--- config.mk ---
export PLATFORM = sky130hd
export DESIGN_NAME = rcc_prep
export DESIGN_NICKNAME = d
export VERILOG_FILES = /design/src/sv/rcc_pkg.sv /design/src/sv/rcc_prep.sv
export SDC_FILE = /design/constraint.sdc
export NUM_CORES = 1
export LEC_CHECK = 0
export ABC_AREA = 1
export ABC_CLOCK_PERIOD_IN_PS = 8900
export BUFFER_PORTS_ARGS = -buffer_cell sky130_fd_sc_hd__buf_2
export CAP_MARGIN = 10
export CORE_UTILIZATION = 46
export DETAILED_ROUTE_END_ITERATION = 16
export HOLD_SLACK_MARGIN = 0.1
export PLACE_DENSITY = 0.77
export SYNTH_ARGS = -nofsm -noshare
export SYNTH_HDL_FRONTEND = slang
export SYNTH_SLANG_ARGS = --single-unit
export TNS_END_PERCENT = 10
--- constraint.sdc ---
create_clock -name clock -period 8.9 [get_ports clock]
set_input_delay 1.335 -clock clock [delete_from_list [all_inputs] [get_ports clock]]
set_output_delay 1.335 -clock clock [all_outputs]
set_load 0.1 [all_outputs]
--- src/sv/rcc_pkg.sv ---
// Shared definitions for the rectangle/circle collision pipeline.
// Holds widths, shape-kind codes and the control word passed between stages.
package rcc_pkg;

   localparam int COORD_BITS_DEFAULT = 16;
   localparam int LAYER_BITS         = 32;

   localparam logic KIND_RECT   = 1'b0;
   localparam logic KIND_CIRCLE = 1'b1;

   // Per-item control flags that travel alongside the geometry
   typedef struct packed {
      logic layer_ok;   // masks share a bit or are equal
      logic rect_pair;  // both shapes are rectangles
      logic point_b;    // B is the point side of the clamp, A the box side
      logic rect_hit;   // strict interval overlap on both axes
   } ctl_type;

endpackage

--- src/sv/rcc_prep.sv ---
// Stage one: layer match, role selection, box far edges and combined radius.
// Depends on rcc_pkg.
module rcc_prep import rcc_pkg::*; #(
   parameter int COORD_BITS = COORD_BITS_DEFAULT
) (
   input  logic                    clock,
   input  logic                    reset,
   input  logic                    in_valid,
   output logic                    in_stall,
   input  logic                    kind_a,
   input  logic [LAYER_BITS-1:0]   layers_a,
   input  logic [COORD_BITS-1:0]   pos_x_a,
   input  logic [COORD_BITS-1:0]   pos_y_a,
   input  logic [COORD_BITS-2:0]   extent_w_a,
   input  logic [COORD_BITS-2:0]   extent_h_a,
   input  logic                    kind_b,
   input  logic [LAYER_BITS-1:0]   layers_b,
   input  logic [COORD_BITS-1:0]   pos_x_b,
   input  logic [COORD_BITS-1:0]   pos_y_b,
   input  logic [COORD_BITS-2:0]   extent_w_b,
   input  logic [COORD_BITS-2:0]   extent_h_b,
   output logic                    out_valid,
   input  logic                    out_stall,
   output ctl_type                 out_ctl,
   output logic [COORD_BITS-1:0]   out_xa,
   output logic [COORD_BITS-1:0]   out_ya,
   output logic [COORD_BITS-1:0]   out_xb,
   output logic [COORD_BITS-1:0]   out_yb,
   output logic [COORD_BITS:0]     out_end_xa,
   output logic [COORD_BITS:0]     out_end_ya,
   output logic [COORD_BITS:0]     out_end_xb,
   output logic [COORD_BITS:0]     out_end_yb,
   output logic [COORD_BITS-1:0]   out_rad
);

   localparam int CW = COORD_BITS;
   localparam int EW = COORD_BITS - 1;

   logic                 valid_ff, valid_in;
   ctl_type              ctl_ff, ctl_in;
   logic [CW-1:0]        xa_ff, ya_ff, xb_ff, yb_ff;
   logic [CW:0]          end_xa_ff, end_ya_ff, end_xb_ff, end_yb_ff;
   logic [CW:0]          end_xa_in, end_ya_in, end_xb_in, end_yb_in;
   logic [CW-1:0]        rad_ff, rad_in;
   logic                 circ_a, circ_b;
   logic [EW-1:0]        wa_eff, ha_eff, wb_eff, hb_eff;

   assign circ_a = (kind_a == KIND_CIRCLE);
   assign circ_b = (kind_b == KIND_CIRCLE);

   // A circle acts as a single point, so its far edge equals its centre
   assign wa_eff = circ_a ? '0 : extent_w_a;
   assign ha_eff = circ_a ? '0 : extent_h_a;
   assign wb_eff = circ_b ? '0 : extent_w_b;
   assign hb_eff = circ_b ? '0 : extent_h_b;

   always_comb begin
      end_xa_in = {pos_x_a[CW-1], pos_x_a} + {2'b00, wa_eff};
      end_ya_in = {pos_y_a[CW-1], pos_y_a} + {2'b00, ha_eff};
      end_xb_in = {pos_x_b[CW-1], pos_x_b} + {2'b00, wb_eff};
      end_yb_in = {pos_y_b[CW-1], pos_y_b} + {2'b00, hb_eff};
   end

   // Radius: sum for two circles, else the single circle's, else extent_w_b
   always_comb begin
      if (circ_a && circ_b) begin
         rad_in = {1'b0, extent_w_a} + {1'b0, extent_w_b};
      end else if (circ_a) begin
         rad_in = {1'b0, extent_w_a};
      end else begin
         rad_in = {1'b0, extent_w_b};
      end
   end

   always_comb begin
      ctl_in.layer_ok  = (|(layers_a & layers_b)) || (layers_a == layers_b);
      ctl_in.rect_pair = !circ_a && !circ_b;
      ctl_in.point_b   = circ_b;
      ctl_in.rect_hit  = 1'b0;
   end

   // Hold while the next stage is full and stalled
   assign in_stall = valid_ff && out_stall;
   assign valid_in = in_stall ? valid_ff : in_valid;

   always_ff @(posedge clock) begin
      if (reset) begin
         valid_ff <= 1'b0;
      end else begin
         valid_ff <= valid_in;
      end
   end

   always_ff @(posedge clock) begin
      if (in_valid && !in_stall) begin
         ctl_ff    <= ctl_in;
         xa_ff     <= pos_x_a;
         ya_ff     <= pos_y_a;
         xb_ff     <= pos_x_b;
         yb_ff     <= pos_y_b;
         end_xa_ff <= end_xa_in;
         end_ya_ff <= end_ya_in;
         end_xb_ff <= end_xb_in;
         end_yb_ff <= end_yb_in;
         rad_ff    <= rad_in;
      end
   end

   assign out_valid  = valid_ff;
   assign out_ctl    = ctl_ff;
   assign out_xa     = xa_ff;
   assign out_ya     = ya_ff;
   assign out_xb     = xb_ff;
   assign out_yb     = yb_ff;
   assign out_end_xa = end_xa_ff;
   assign out_end_ya = end_ya_ff;
   assign out_end_xb = end_xb_ff;
   assign out_end_yb = end_yb_ff;
   assign out_rad    = rad_ff;

endmodule

==> results of run 1 <==
[registers in the layout (all words and copies together), names as in the netlist]
name	flops
out_ctl	3
out_end_xa	17
out_end_xb	17
out_end_ya	17
out_end_yb	17
out_rad	16
out_valid	1
out_xa	16
out_xb	16
out_ya	16
out_yb	16
[worst register-to-register path, cell delays in order (launching register included)]
cell     delay, ps
dfxtp_1        310
nand2_1         70
inv_1           70
nor2_4         670
buf_4          770
[cell type report]
class	count	area, um^2	share of cell area
multi-input cells	807	4800	0.380
flip-flops and latches	152	4550	0.360
repair buffers	348	1750	0.138
inverters	146	548	0.0434
clock buffers	17	425	0.0337
well taps	275	344	0.0272
clock inverters	15	199	0.0157
diodes	8	20.0	0.00158
[final timing paths]
kind	from	to	slack (ps)	cells after the start
setup / recovery	out_stall	in_stall	5550	4
setup reg to reg	out_valid	out_xb[9]	6570	4
hold / removal	out_valid	out_valid	480	2
hold reg to reg	out_valid	out_valid	480	2
[per-stage QoR]
| step | utilization | setup slack (ps) | total power [mW] | hold slack, ps | instances |
|---|---|---|---|---|---|
| final | 0.599 | 5550 | 2.53 | 483 | 1768 |
| after global routing | 0.599 | 5530 | 2.63 | 508 | 1766 |
| after CTS | 0.598 | 5550 | 2.54 | 483 | 1760 |
| after detailed placement | 0.569 | 5270 | 1.77 | 473 | 1728 |
| after global placement | 0.569 | 5320 | 1.76 | 457 | 1728 |
| after floorplan | - | 2560 | 1.59 | 916 | 1116 |
[where the power goes]
| group | total (mW) | switching (mW) | internal, mW |
|---|---|---|---|
| Combinational | 0.870 | 0.688 | 0.182 |
| Clock | 0.772 | 0.301 | 0.471 |
| Sequential | 0.884 | 0.0153 | 0.869 |
| Total | 2.53 | 1.00 | 1.52 |
[cell usage in the layout (no fill, tap or decap), types with 2 or more instances in the layout]
master | Yosys | final
o21ai_1 | 12 | 12
clkinv_1 | 0 | 3
and2_4 | 4 | 4
xor2_1 | 33 | 33
nor2_2 | 8 | 8
inv_1 | 139 | 139
inv_6 | 0 | 2
ha_1 | 107 | 107
nand2_1 | 246 | 246
nand3_2 | 5 | 5
nand3b_1 | 7 | 7
nor4_1 | 14 | 14
o221ai_1 | 5 | 5
a22oi_1 | 10 | 10
clkinv_4 | 0 | 3
nand4_1 | 8 | 8
nand3_1 | 68 | 68
fa_1 | 5 | 5
bufinv_16 | 0 | 4
nand2_2 | 12 | 12
xnor2_1 | 4 | 4
buf_2 | 3 | 346
o21ai_0 | 31 | 31
diode_2 | 0 | 8
or2_0 | 4 | 4
edfxtp_1 | 151 | 151
nor3_1 | 4 | 4
inv_2 | 7 | 7
a21oi_1 | 66 | 66
clkbuf_16 | 0 | 17
buf_4 | 1 | 2
a21oi_2 | 9 | 9
a21o_1 | 8 | 8
nor2_1 | 136 | 135
[cell families after synthesis]
logic type	count (synthesis)	synth area share
and+or+nand+nor	516	0.223
buffers and inverters	157	0.0600
DFF	152	0.458
AOI/OAI and AO/OA	141	0.0808
adders and majority gates	112	0.145
xor gates and xnor gates	37	0.0326
other	1	0.000377
[routing by layer]
metal / wire (um) / share of wire / up-vias
li1: - / - / 4505
met1: 10500 / 0.38 / 4057
met2: 14200 / 0.51 / 374
met3: 2150 / 0.077 / 54
met4: 1000 / 0.036 / 0
met5: 0 / 0 / -
==> out/results.txt, run 1 <==
Total negative slack: 0 ps
Commonest cells in the netlist: nand2_1, edfxtp_1, inv_1
GPL Wtd Cong: 0.957
Cts hold-fix bufs: 0
Clk Tree Root Cell: clkbuf_16
Fill cell count: 1,874
Fin nets: 1,778
Clock Latency Late Sink: 420 ps
GRT overflow: 0
RSZ-0062 raised after global routing: false
Count leader, synth: nand2_1
DRT Pass-1 Iters: 5
First-pass GRT wire length: 42,900 um
Finish-stage setup viols: 0
Die ar.: 22,200 um^2
Critical-path top delay cell: buf_2
Max cap viols: 0
Crit-path cells: buf_2 > nand2_1 > inv_1 > buf_2
Die Ht: 149 um
Async SR Flop Fraction: 0
Peak VDD IR: 103 uV
Num CTS Buffers: 17
Synthesis-to-finish area growth: 27.1%
GRT Util Overall: 0.253
Cell Pwr Density: 200 nW/um^2
Setup bufs post-CTS: 0
Die width: 149 um
CTS tree: yes
Final Routed Wirelength: 27,800 um
Layout cell share with drive strength beyond 1: 0.285
Drt initial violations: 418
Vias in the first global route: 8,889
Syn. warnings: 0
Most common cell on crit path: buf_2
Cell Area, Synth: 9940 um^2
Final period utilization: 0.377
Grt met2 use: 0.461
DR WL/cell: 15.7 um
Clock Pin Slew Worst Setup and Hold Paths: 60 ps
Crit path DAT: 2020 ps
Initial antenna violation count: 7
Largest net degree at the start of global routing: 62
WP buf/inv: 3
Highest Clock Rate: 298 MHz
Critical Path Fanout Max: 2
Slew @ Worst Pin: 880 ps
Hold Fails Final Rpt: 0
Rel. slew slack: 0.412
Synth Net Count: 1,422
Top FF cell, synth: edfxtp_1
Post-synth EDFFs: 151
Hold crit path type: reg2reg
Yosys reg bits: 152
Startpoint types: primary input
Vias/cell: 5.08
Starting density of the core: 0.471
Max-slew violation count: 0
Synth top area cells: edfxtp_1, ha_1, nand2_1
Port Buffer Count: 346
DRC viols: 0
Seq/Total Area, Yosys: 0.458
Area leader, netlist: edfxtp_1
Cells after synthesis: 1,116
Core area: 21,100 um^2
Setup crit end kind: output port
CP top delay family: buffers and inverters
Max clock buf depth: 2
Post-route cell area: 12,600 um^2
Synth top area share: 0.456
Required time worst endpoint: 7570 ps
Global Route met3 Usage: 0.0630
Mean Syn Cell Area: 8.91 um^2
Clock skew: 6.83 ps
CTS H-tree depth: 4
Placed inst area: 12,000 um^2
Slowest stage delay, CP: 440 ps
GRT busiest layer: met2
Final min period: 3350 ps
Critical path class: in2out
I/O pin count: 348
Core Rows: 53
Routed Antenna Nets: 0
Synth unique cells: 32
Outcome: completed
Total clock sinks: 152
Vias: 8,990
Pleak: 6.44 nW
Hpwl dp: 22,500 um
Post-cts resize count: 0
Met1 Track Usage GR: 0.271
(Power assumes the default switching activity.)
==> inputs of run 2 (changes only) <==
Settings changed: ABC_AREA 1 to 0, ABC_CLOCK_PERIOD_IN_PS 8900 to 3100, CORE_UTILIZATION 46 to 50, PLACE_DENSITY 0.77 to 0.81.
Clock period 8.9 ns to 3.1 ns, I/O delays scaled along.
==> run 2 against run 1 <==
First-iteration DRC count decreased by 6.7%. Core utilization is 6.0 points higher. Cell area fell by 6.0%. Largest cell class is now flip-flops and latches. Critical path type is now in2reg. Register-to-register slack worse by 4900 ps. Highest routed layer is now met5. Largest power group unchanged.
==> out/results.txt, run 2 <==
Area leader, netlist: edfxtp_1
Synth top area share: 0.492
Die ar.: 19,000 um^2
Hold EP: out_valid
Peak VDD IR: 452 uV
Clock Latency Late Sink: 420 ps
Commonest non-fill, non-tap cell in the layout: buf_2
Final Routed Wirelength: 24,900 um
First-pass GRT wire length: 36,800 um
Setup crit end kind: flop
Hold Fails Final Rpt: 0
Total clock sinks: 152
Cell Area, Synth: 9210 um^2
Slew @ Worst Pin: 483 ps
Worst reg2reg startpoint: out_valid
DR WL/cell: 17.7 um
Starting density of the core: 0.511
Worst hold slack: 178 ps
Die Ht: 138 um
Reg2Reg Depth: 3
Critical Path Fanout Max: 4
Core Rows: 49
Fin nets: 1,459
Fill cell count: 1,401
Layout cell share with drive strength beyond 1: 0.345
Synth unique cells: 57
Highest Clock Rate: 373 MHz
Cts hold-fix bufs: 0
Synth top area cells: edfxtp_1, ha_1, nor2b_1
Post-synth EDFFs: 151
Vias/cell: 5.53
Drt initial violations: 390
Seq/Total Area, Yosys: 0.494
Crit path DAT: 2850 ps
Utilization after layout: 0.659
Max clock buf depth: 2
Clock skew: 8.27 ps
Synth Net Count: 1,094
I/O pin count: 348
Hpwl dp: 19,900 um
Outcome: completed
Clock Pin Slew Worst Setup and Hold Paths: 70 ps
Core area: 18,000 um^2
Routed Antenna Nets: 0
Post-cts resize count: 0
CTS H-tree depth: 4
Synthesis-to-finish area growth: 29.0%
Max-slew violation count: 0
Slowest stage delay, CP: 430 ps
Port Buffer Count: 346
Syn. warnings: 0
Largest net degree at the start of global routing: 77
Critical R2R Capture: out_end_xa[4]
RSZ-0062 raised after global routing: false
Final period utilization: 0.865
Crit-path cells: buf_2 > nor2b_1 > ha_1 > fa_1 > a21o_1 > a311o_1 > a2111o_1 > a31o_1 > a21oi_2 > xnor2_1
Yosys reg bits: 152
Most frequent cells in the layout: buf_2, edfxtp_1, ha_1
CTS tree: yes
CP top delay family: compound AO/OA/AOI/OAI gates
Cell Pwr Density: 582 nW/um^2
Pleak: 5.31 nW
Rel. slew slack: 0.670
Critical-path top delay cell: a2111o_1
Startpoint types: primary input
Vias in the first global route: 7,533
Finish-stage setup viols: 0
Mean Syn Cell Area: 11.7 um^2
Num CTS Buffers: 17
GRT Util Overall: 0.259
Required time worst endpoint: 3270 ps
Commonest cells in the netlist: edfxtp_1, ha_1, nor2b_1
Die width: 138 um
DRC viols: 0
Max cap viols: 0
Final min period: 2680 ps
Count leader, synth: edfxtp_1
Hold path cells: 2
GRT overflow: 0
Total negative slack: 0 ps
DRT Pass-1 Iters: 4
Setup bufs post-CTS: 0
Hold crit path type: in2reg
Tot Pwr: 6.92 mW
Initial antenna violation count: 10
Async SR Flop Fraction: 0
Critical path class: in2reg
Top FF cell, synth: edfxtp_1
WP buf/inv: 1
Cells after synthesis: 788
Worst Hold Launch: reset
FF-to-FF setup slack: 1650 ps
Clk Tree Root Cell: clkbuf_16
GPL Wtd Cong: 0.907
Vias: 7,750
## run 2: cell count changes in the layout (fill, tap and decap cells not counted), sizes merged, moves of 16 or more
cell	before	now
inv	149	23
nand2	258	29
nor2	144	47
nor2b	0	69
xnor2	4	32
a21oi	75	59
nand3	73	17
## run 2: layout make-up
| cell class | instances | area [um^2] | share of cell area |
|---|---|---|---|
| clock inverter | 14 | 118 | 0.00990 |
| clock buffer | 18 | 429 | 0.0361 |
| antenna | 7 | 17.5 | 0.00147 |
| inverter | 18 | 67.6 | 0.00569 |
| multi-input combinational | 604 | 4540 | 0.382 |
| sequential | 152 | 4560 | 0.384 |
| tap | 229 | 287 | 0.0241 |
| timing repair buffer | 360 | 1860 | 0.157 |
## run 2: metal layers
layer	routed length (um)	GRT usage	vias to the layer above	part of all wire
met2	12600	0.467	354	0.51
met5	33	0	-	0.0013
met4	411	0.0900	6	0.017
met1	9810	0.291	3582	0.39
li1	-	-	3771	-
met3	2000	0.0747	37	0.080
## run 2: how the worst max path moves through the flow
stage,cells after the start,startpoint,slack (ps),endpoint
after global placement,10,kind_a,10,out_end_xa[10]
after CTS,10,kind_a,440,out_end_xa[10]
final,10,kind_a,420,out_end_xa[10]
after detailed placement,10,kind_a,1,out_end_xa[10]
after global routing,10,kind_a,360,out_end_xa[10]
after floorplan,2,out_valid,-360,out_ctl[1]
## run 2: through the flow
stage          area, um^2  std cells  setup slack [ps]
2_1_floorplan        9220        788              -360
3_3_place_gp        11300       1363              12.7
3_5_place_dp        11300       1363              1.28
4_1_cts             11900       1395               438
5_1_grt             11900       1399               356
6_report            11900       1402               417
## run 2: report_power, final
group / internal [mW] / switching, mW
Sequential: 2.50 / 0.0469
Clock: 1.04 / 0.893
Combinational: 0.568 / 1.87
## run 2: cell families after synthesis
| family | Yosys count | synth area share |
|---|---|---|
| compound gates | 190 | 0.134 |
| xor+xnor | 50 | 0.0475 |
| fa+ha+maj | 112 | 0.156 |
| buf+inv | 32 | 0.0134 |
| flops | 152 | 0.494 |
| mux | 14 | 0.0152 |
| other cells | 1 | 0.000407 |
| simple gates | 237 | 0.138 |
